<file path="config.mk">
export PLATFORM = sky130hd
export DESIGN_NAME = tslb_hash
export DESIGN_NICKNAME = d
export VERILOG_FILES = /design/src/sv/tslb_pkg.sv /design/src/sv/tslb_hash.sv
export SDC_FILE = /design/constraint.sdc
export NUM_CORES = 2
export LEC_CHECK = 0
export BUFFER_PORTS_ARGS = -buffer_cell sky130_fd_sc_hd__buf_2
export CORE_MARGIN = 2
export CORE_UTILIZATION = 45
export DETAILED_ROUTE_END_ITERATION = 12
export PLACE_DENSITY_LB_ADDON = 0.05
export SYNTH_ARGS = -nofsm -noshare
export SYNTH_HDL_FRONTEND = slang
export SYNTH_SLANG_ARGS = --single-unit
</file>
<file path="constraint.sdc">
create_clock -name i_clk -period 13.5 [get_ports i_clk]
set_input_delay 2.025 -clock i_clk [delete_from_list [all_inputs] [get_ports i_clk]]
set_output_delay 2.025 -clock i_clk [all_outputs]
set_load 0.005 [all_outputs]
</file>
<file path="src/sv/tslb_pkg.sv">
// shared constants, types and helpers of the tcp session load balancer
package tslb_pkg;

    localparam int unsigned SESSION_SLOTS  = 40000;
    localparam int unsigned SLOT_PORT_BASE = 10000;
    localparam int unsigned SLOT_W         = $clog2(SESSION_SLOTS);

    // slot count = odd part times a power of two; the remainder by the odd part
    // comes from a reciprocal multiply, exact for every 26-bit dividend
    localparam int unsigned SLOT_LOW_W  = 6;
    localparam int unsigned SLOT_ODD    = SESSION_SLOTS >> SLOT_LOW_W;
    localparam int unsigned HI_W        = 32 - SLOT_LOW_W;
    localparam int unsigned RECIP_SHIFT = 36;
    localparam int unsigned RECIP_W     = 27;
    localparam int unsigned QUO_W       = HI_W + RECIP_W - RECIP_SHIFT;
    localparam logic [RECIP_W-1:0] SLOT_RECIP =
        RECIP_W'(((64'd1 << RECIP_SHIFT) + 64'(SLOT_ODD) - 64'd1) / 64'(SLOT_ODD));

    localparam logic [31:0] XP2 = 32'd2246822519;
    localparam logic [31:0] XP3 = 32'd3266489917;
    localparam logic [31:0] XP4 = 32'd668265263;
    localparam logic [31:0] XP5 = 32'd374761393;

    localparam logic [31:0] RST_BALANCER_IP  = 32'h0AC9_0004;
    localparam logic [47:0] RST_BALANCER_MAC = 48'hDEAD_BEEF_0004;
    localparam logic [15:0] RST_SERVICE_PORT = 16'd8000;

    // register indexes of the configuration channel
    localparam logic [2:0] CFG_BALANCER_IP  = 3'd0;
    localparam logic [2:0] CFG_BALANCER_MAC = 3'd1;
    localparam logic [2:0] CFG_SERVICE_PORT = 3'd2;
    localparam logic [2:0] CFG_SERVER0_IP   = 3'd3;
    localparam logic [2:0] CFG_SERVER0_MAC  = 3'd4;
    localparam logic [2:0] CFG_SERVER1_IP   = 3'd5;
    localparam logic [2:0] CFG_SERVER1_MAC  = 3'd6;

    typedef enum logic [1:0] {
        ACT_PASS = 2'd0,
        ACT_DROP = 2'd1,
        ACT_TX   = 2'd2
    } t_action;

    // side-closed bits
    localparam logic [1:0] SIDE_CLIENT = 2'b01;
    localparam logic [1:0] SIDE_SERVER = 2'b10;

    typedef struct packed {
        logic        valid;
        logic [31:0] cl_ip;
        logic [15:0] cl_port;
        logic [47:0] cl_mac;
        logic [31:0] sv_ip;
        logic [47:0] sv_mac;
        logic [1:0]  side_closed;
    } t_entry;

    typedef struct packed {
        logic        headers_ok;
        logic [47:0] src_mac;
        logic [47:0] dst_mac;
        logic [31:0] src_ip;
        logic [31:0] dst_ip;
        logic [15:0] sport;
        logic [15:0] dport;
        logic        syn;
        logic        fin;
        logic        ack;
        logic        rst;
    } t_header;

    typedef struct packed {
        t_action     action;
        logic [47:0] dst_mac;
        logic [47:0] src_mac;
        logic [31:0] src_ip;
        logic [31:0] dst_ip;
        logic [15:0] sport;
        logic [15:0] dport;
        logic        removed;
    } t_result;

    function automatic logic [15:0] swap16(input logic [15:0] v);
        return {v[7:0], v[15:8]};
    endfunction

endpackage

</file>
<file path="src/sv/tslb_hash.sv">
// client hash (xxh32 over address and port) and slot index by reciprocal remainder
module tslb_hash
    import tslb_pkg::*;
(
    input  logic              i_clk,
    input  logic              i_rst_n,
    input  logic              i_start,
    input  logic [31:0]       i_ip,
    input  logic [15:0]       i_port,
    output logic              o_done,
    output logic              o_server_sel,
    output logic [SLOT_W-1:0] o_slot
);

    typedef enum logic [3:0] {
        H_IDLE, H_M1, H_M2, H_M3, H_M4, H_M5, H_M6, H_FIN, H_QUO, H_REM, H_DONE
    } t_hstate;

    t_hstate                   r_state;
    logic [31:0]               r_p;
    logic [SLOT_W-1:0]         r_rem;
    logic [QUO_W-1:0]          r_q;
    logic [31:0]               w_h0;
    logic [HI_W-1:0]           w_hi;
    logic [HI_W+RECIP_W-1:0]   w_prod;
    logic [HI_W-1:0]           w_rem_hi;

    assign w_h0     = XP5 + 32'd8 + r_p;
    // hash = hi * 64 + lo, so hash mod slots = (hi mod odd part) * 64 + lo
    assign w_hi     = r_p[31:SLOT_LOW_W];
    assign w_prod   = (HI_W+RECIP_W)'(w_hi) * (HI_W+RECIP_W)'(SLOT_RECIP);
    assign w_rem_hi = w_hi - HI_W'(r_q * SLOT_ODD);

    always_ff @(posedge i_clk) begin
        if (!i_rst_n) begin
            r_state <= H_IDLE;
        end else begin
            case (r_state)
                H_IDLE: if (i_start) r_state <= H_M1;
                H_M1: begin
                    r_p     <= {i_ip[7:0], i_ip[15:8], i_ip[23:16], i_ip[31:24]} * XP3;
                    r_state <= H_M2;
                end
                H_M2: begin
                    r_p     <= {w_h0[14:0], w_h0[31:15]} * XP4;
                    r_state <= H_M3;
                end
                H_M3: begin
                    r_p     <= r_p + {16'd0, i_port} * XP3;
                    r_state <= H_M4;
                end
                H_M4: begin
                    r_p     <= {r_p[14:0], r_p[31:15]} * XP4;
                    r_state <= H_M5;
                end
                H_M5: begin
                    r_p     <= (r_p ^ (r_p >> 15)) * XP2;
                    r_state <= H_M6;
                end
                H_M6: begin
                    r_p     <= (r_p ^ (r_p >> 13)) * XP3;
                    r_state <= H_FIN;
                end
                H_FIN: begin
                    r_p     <= r_p ^ (r_p >> 16);
                    r_state <= H_QUO;
                end
                H_QUO: begin
                    r_q     <= w_prod[HI_W+RECIP_W-1:RECIP_SHIFT];
                    r_state <= H_REM;
                end
                H_REM: begin
                    r_rem   <= SLOT_W'({w_rem_hi, r_p[SLOT_LOW_W-1:0]});
                    r_state <= H_DONE;
                end
                H_DONE:  r_state <= H_IDLE;
                default: r_state <= H_IDLE;
            endcase
        end
    end

    assign o_done       = (r_state == H_DONE);
    assign o_server_sel = r_p[0];
    assign o_slot       = r_rem;

endmodule

</file>
# Yosys cells after proc, flatten, opt, wreduce, memory -nomap -nowiden
# Index checks and enable logic that the tools add are counted.
word_totals:
  register_bits: 69
  inputBits: 51
  out_inout_bits: 18
  wordCells: 37
classes:
  addsub: 3
  mul: 8
  eq_ne: 11
  n_mux: 3
  bitwise: 3
  reduce_logical: 5
op_table:
  columns: ["operator", "count"]
  rows:
  - ["case mux 32 bit (7 select lines)", 1]
  - ["multiplier 32 x 30 -> 32 bit, second input constant", 2]
  - ["multiplier 32 x 31 -> 32 bit, second input constant", 2]
  - ["multiplier 26 x 27 -> 53 bit, second input constant", 1]
  - ["case mux 4 bit (10 select lines)", 1]
  - ["adder 29 x 32 -> 32 bit, first input constant", 1]
  - ["adder 32 bit", 1]
  - ["multiplier 16 x 32 -> 32 bit, second input constant", 1]
  - ["multiplier 32 x 32 -> 32 bit, second input constant", 1]
  - ["bitwise XOR 32 x 16 -> 32 bit", 1]
  - ["bitwise XOR 32 x 17 -> 32 bit", 1]
  - ["bitwise XOR 32 x 19 -> 32 bit", 1]
  - ["multiplier 17 x 10 -> 10 bit, second input constant", 1]
  - ["equality test 4 x 3 -> 1 bit, second input constant", 4]
  - ["equality test 4 bit, second input constant", 3]
  - ["subtractor 10 bit", 1]
  - ["equality test 4 x 2 -> 1 bit, second input constant", 2]
  - ["nonzero test 7 bit", 1]
  - ["AND reduction 2 bit", 3]
  - ["equality test 4 x 1 -> 1 bit, second input constant", 1]
  - ["zero test 4 bit", 1]
  - ["two-way mux 4 bit", 1]
  - ["inequality test 2 bit, second input constant", 1]

# Logic depth before layout (Yosys ltp)
logic_depth:
  depth_word: 3
  ltp_mapped: 39
  depth_no_buf: 38

# Worst setup path before layout
# Ideal clock, no wire load.
synth_timing:
  path_kind: "reg-to-reg"
  from: "register r_p[7]"
  to: "register r_p[31], data pin"
  setup_time_ns: 0.265
  t_arrival_ns: 9.133
  setup_slack_ns: 4.102
  path_stages_with_launch: 39
  path_cell_list: "edfxtp_1 buf_2 inv_1 ha_1 nand2b_1 a21boi_1 nor4_1 o311ai_1 a21oi_1 nor2b_1 o21ai_0 nand2_1 a21oi_1 xnor2_1 ha_1 ha_1 inv_1 fa_1 [... 3 more ...] inv_1 fa_1 inv_1 fa_1 inv_1 fa_1 inv_1 ha_1 a21oi_1 nor2b_1 or3_1 o21ai_0 o211ai_1 a21oi_1 xor2_1 mux2i_1 nor2_1 or3_1"
synth_between:
  elab_chain_cells: 3
synth_lines:
  columns: ["element", "line", "text"]
  rows:
  - ["start, declared", "tslb_hash.sv:20", "logic [31:0] r_p;"]
  - ["start signal, assigned", "tslb_hash.sv:41", "r_p <= {i_ip[7:0], i_ip[15:8], i_ip[23:16], i_ip[31:24]} * XP3;"]
  - ["start signal, assigned", "tslb_hash.sv:45", "r_p <= {w_h0[14:0], w_h0[31:15]} * XP4;"]
  - ["start signal, assigned", "tslb_hash.sv:49", "r_p <= r_p + {16'd0, i_port} * XP3;"]
  - ["adder 29 x 32 -> 32 bit, or another cell as far along", "tslb_hash.sv:28", "assign w_h0 = XP5 + 32'd8 + r_p;"]
  - ["multiplier 32 x 30 -> 32 bit, or another cell as far along", "tslb_hash.sv:45", null]
  - ["case mux 32 bit (7 select lines) *", "tslb_hash.sv:38", "case (r_state)"]
# Mark *: on every way between the ends. The rest lies on a longest branch, timed or not.
# A chain may end at the register's enable or synchronous reset.

# Worst setup path after layout
layout_timing:
  from: "register r_p[15]"
  to: "register r_p[31], data pin"
# The elaborated chain is that of the path after synthesis.

==> results.sh <==
export IMPL_status="finished clean"
export IMPL_r2r_start="r_p[15]$_DFFE_PP_"
export IMPL_fillerInstances=14900
export IMPL_area_growth_pct=5.47
export IMPL_synth_seq_cells=62
export IMPL_setup_violations_final=0
export IMPL_critical_path_top_cell_by_count="fa_1"
export IMPL_layout_drive_gt1_share_pct=3.26
export IMPL_route_vias_total=47300
export IMPL_rows=144
export IMPL_numCtsBuffers=9
export IMPL_synthDistinctLibCells=92
export IMPL_syn_area_sq_um=69400
export IMPL_synth_flop_cell="edfxtp_1"
export IMPL_drc=0
export IMPL_fin_hold_ws_ns=0.774
export IMPL_wl_um=260000
export IMPL_multi_input_area_sq_um=58300
export IMPL_cp_arrival_ns=10.62
export IMPL_regArea_sq_um=1820
export IMPL_tritoncts="yes"
export IMPL_final_util_pct=47.6
export IMPL_syn_inst=6923
export IMPL_drt_pass1_iter_count=5
export IMPL_crit_fanout=9
export IMPL_num_io_pins=69
export IMPL_cp_start_kind="flip-flop"
export IMPL_r2r_slack_ns=3.02
export IMPL_finClkSkew_ns=0.0166
export IMPL_fin_crit_ns=10.48
export IMPL_clock_latency_ns=0.40
export IMPL_grt_pass1_wl_um=379000
export IMPL_dpl_cell_count=9079
export IMPL_coreArea_sq_um=154000
export IMPL_slowest_delay_ns=0.92
export IMPL_r2r_end="r_p[31]$_DFFE_PP_"
export IMPL_hold_path_class="reg2reg"
export IMPL_gr_usage_all_layers_pct=34.2
export IMPL_antenna_found_initial=6
export IMPL_wl_per_cell_um=28.6
export IMPL_ant_nets=0
export IMPL_synthesis_nets=9863
export IMPL_crit_path_end="r_p[31]$_DFFE_PP_"
export IMPL_slew_headroom_pct=15.0
export IMPL_ys_seq_area_share_pct=2.63
export IMPL_crit_type="reg2reg"
export IMPL_initialDrtViolationCount=3313
export IMPL_root_buffer="clkbuf_16"
export IMPL_slowest_stage="xnor2_1"
export IMPL_maxSlewViolCount=0
export IMPL_grt_max_degree=30
export IMPL_ctsHtreeMaxLevel=3
export IMPL_synth_warnings=0
export IMPL_startpoint="r_p[15]$_DFFE_PP_"
export IMPL_fin_nets=9986
export IMPL_end_kind="flip-flop"
export IMPL_syn_area_per_cell_sq_um=10.0
export IMPL_portBuffers=68
export IMPL_grt_pass1_vias=52200
export IMPL_drt_vias_per_instance=5.20
export IMPL_ctsResizeCount=0
export IMPL_fin_cells=9097
export IMPL_maxCapViolations=0
export IMPL_postCtsSetupRepairBufs=0
export IMPL_clk_path_buf_depth=2
export IMPL_finalCritPeriodShare_pct=77.6
export IMPL_grt_overflow_total=0
export IMPL_cp_required_ns=13.64
export IMPL_start_util_pct=45.2
export IMPL_rsz0062_at_grt="false"
export IMPL_synth_edff_count=58
export IMPL_die_h_um=397
export IMPL_die_area_sq_um=157000
export IMPL_tns_ns=0
export IMPL_ff2ff_path_depth=31
export IMPL_worstMarginPinSlew_ns=1.27
export IMPL_fmax_mhz=95.5
export IMPL_cts_hold_repair_buffers=0
export IMPL_cts_sinks=62
export IMPL_finalWeightedCongestion=1.03
export IMPL_dp_hpwl_um=235000
export IMPL_path_clk_slew_ns=0.07
export IMPL_finalHoldViolCount=0
export IMPL_async_reset_ff_share_pct=0
export IMPL_die_w_um=397
-- cells in the mapped netlist (7+ instances only) --
| library cell | number | share of area [%] |
|---|---|---|
| nor2_1 | 122 | 0.66 |
| nand3_1 | 33 | 0.24 |
| a31oi_1 | 11 | 0.099 |
| or3_1 | 14 | 0.13 |
| mux2i_1 | 16 | 0.23 |
| nand2b_1 | 33 | 0.30 |
| nor4_1 | 8 | 0.072 |
| fa_1 | 1567 | 45 |
| inv_1 | 2436 | 13 |
| a211o_1 | 7 | 0.088 |
| a221oi_1 | 11 | 0.14 |
| a21o_1 | 85 | 0.92 |
| a21oi_1 | 158 | 1.1 |
| o21a_1 | 37 | 0.40 |
| or2_2 | 7 | 0.063 |
| o22ai_1 | 25 | 0.23 |
| o21ai_0 | 102 | 0.74 |
| ha_1 | 1322 | 24 |
| xnor2_1 | 311 | 3.9 |
| o211ai_1 | 10 | 0.11 |
| and2_1 | 9 | 0.081 |
| o21ai_1 | 12 | 0.087 |
| and3_1 | 9 | 0.081 |
| nand4_1 | 16 | 0.14 |
| a211oi_1 | 21 | 0.23 |
| o31ai_1 | 7 | 0.076 |
| nand2_1 | 85 | 0.46 |
| o2111ai_1 | 7 | 0.088 |
| nor3_1 | 35 | 0.25 |
| xor2_1 | 112 | 1.4 |
| nor2b_1 | 28 | 0.25 |
| o221ai_1 | 8 | 0.10 |
| a22oi_1 | 18 | 0.19 |
| clkbuf_1 | 41 | 0.22 |
| edfxtp_1 | 58 | 2.5 |
| a221o_1 | 7 | 0.10 |
| o21bai_1 | 16 | 0.17 |
-- worst max-delay path, delay by kind of cell, from the launching register on --
| family | cells | cell delay, ns |
|---|---|---|
| compound gates | 10 | 2.28 |
| xor+xnor | 2 | 1.02 |
| fa+ha+maj | 9 | 4.48 |
| buf+inv | 6 | 1.10 |
| flops | 1 | 0.66 |
| mux | 1 | 0.16 |
| simple gates | 3 | 0.50 |
-- routing by layer --
layer	up-vias	part of all wire, %	global-route usage, %
met1	24800	44	47.1
met2	1282	47	56.1
li1	21000	-	-
met5	-	0.010	0
met4	4	2.8	7.84
met3	223	6.4	5.85
-- per-stage QoR --
step | setup WS [ns] | cell area [sq um]
2_1_floorplan | 4.10 | 69400
3_3_place_gp | 3.06 | 72900
3_5_place_dp | 2.99 | 72900
4_1_cts | 2.95 | 73200
5_1_grt | 2.27 | 73200
6_report | 3.02 | 73200
-- state kept, by name (all words and copies together) (netlist names) --
signal / flops
r_p: 32
r_state: 4
o_slot: 16
r_q: 10
-- kinds of logic (layout without fill, tap and decap cells) --
logic type	Yosys count	after routing	synth area share, %
xor+xnor	431	431	5.57
buf+inv	2487	2615	13.5
compound gates	611	611	5.96
mux	17	17	0.247
fa+ha+maj	2889	2889	69.0
flops	62	62	2.63
simple gates	426	426	3.04
other cells	0	2	0
-- placed cells by master (no fill, tap or decap), drive strengths merged, types with 16 or more instances in the layout --
cell | synthesis | layout
inv | 2436 | 2436
fa | 1567 | 1567
ha | 1322 | 1322
xnor2 | 313 | 313
buf | 10 | 163
a21oi | 160 | 160
nor2 | 122 | 122
o21ai | 116 | 116
xor2 | 113 | 113
nand2 | 85 | 85
a21o | 85 | 85
edfxtp | 58 | 58
o21a | 37 | 37
nor3 | 35 | 35
nand2b | 33 | 33
nand3 | 33 | 33
nor2b | 28 | 28
o22ai | 26 | 26
a211oi | 23 | 23
a22oi | 18 | 18
o21bai | 16 | 16
mux2i | 16 | 16
nand4 | 16 | 16
-- final cells by class --
type | count | area share (%)
diodes | 2 | 0.00684
clock buffers | 9 | 0.308
clock inverters | 7 | 0.135
inverters | 2436 | 12.5
multi-input cells | 4374 | 79.6
flip-flops and latches | 62 | 2.49
well taps | 2044 | 3.49
repair buffers | 163 | 1.44
-- how the worst min path moves through the flow --
stage / start / to / slack (ns) / depth (start not counted)
floorplan: r_p[3]$_DFFE_PP_ / o_slot[3]$_DFFE_PP_ / 0.63 / 0
global placement: r_state[1]$_SDFFE_PN0P_ / r_state[2]$_SDFFE_PN0P_ / 0.73 / 3
detailed placement: r_state[1]$_SDFFE_PN0P_ / r_state[2]$_SDFFE_PN0P_ / 0.75 / 3
CTS: r_state[1]$_SDFFE_PN0P_ / r_state[2]$_SDFFE_PN0P_ / 0.76 / 3
global route: r_state[0]$_SDFFE_PN0P_ / r_state[0]$_SDFFE_PN0P_ / 0.82 / 1
finish: r_state[0]$_SDFFE_PN0P_ / r_state[2]$_SDFFE_PN0P_ / 0.77 / 3
Power is left out: the tool's default activity adds up to more than one toggle a clock period on the data nets, which glitch-free logic cannot reach.
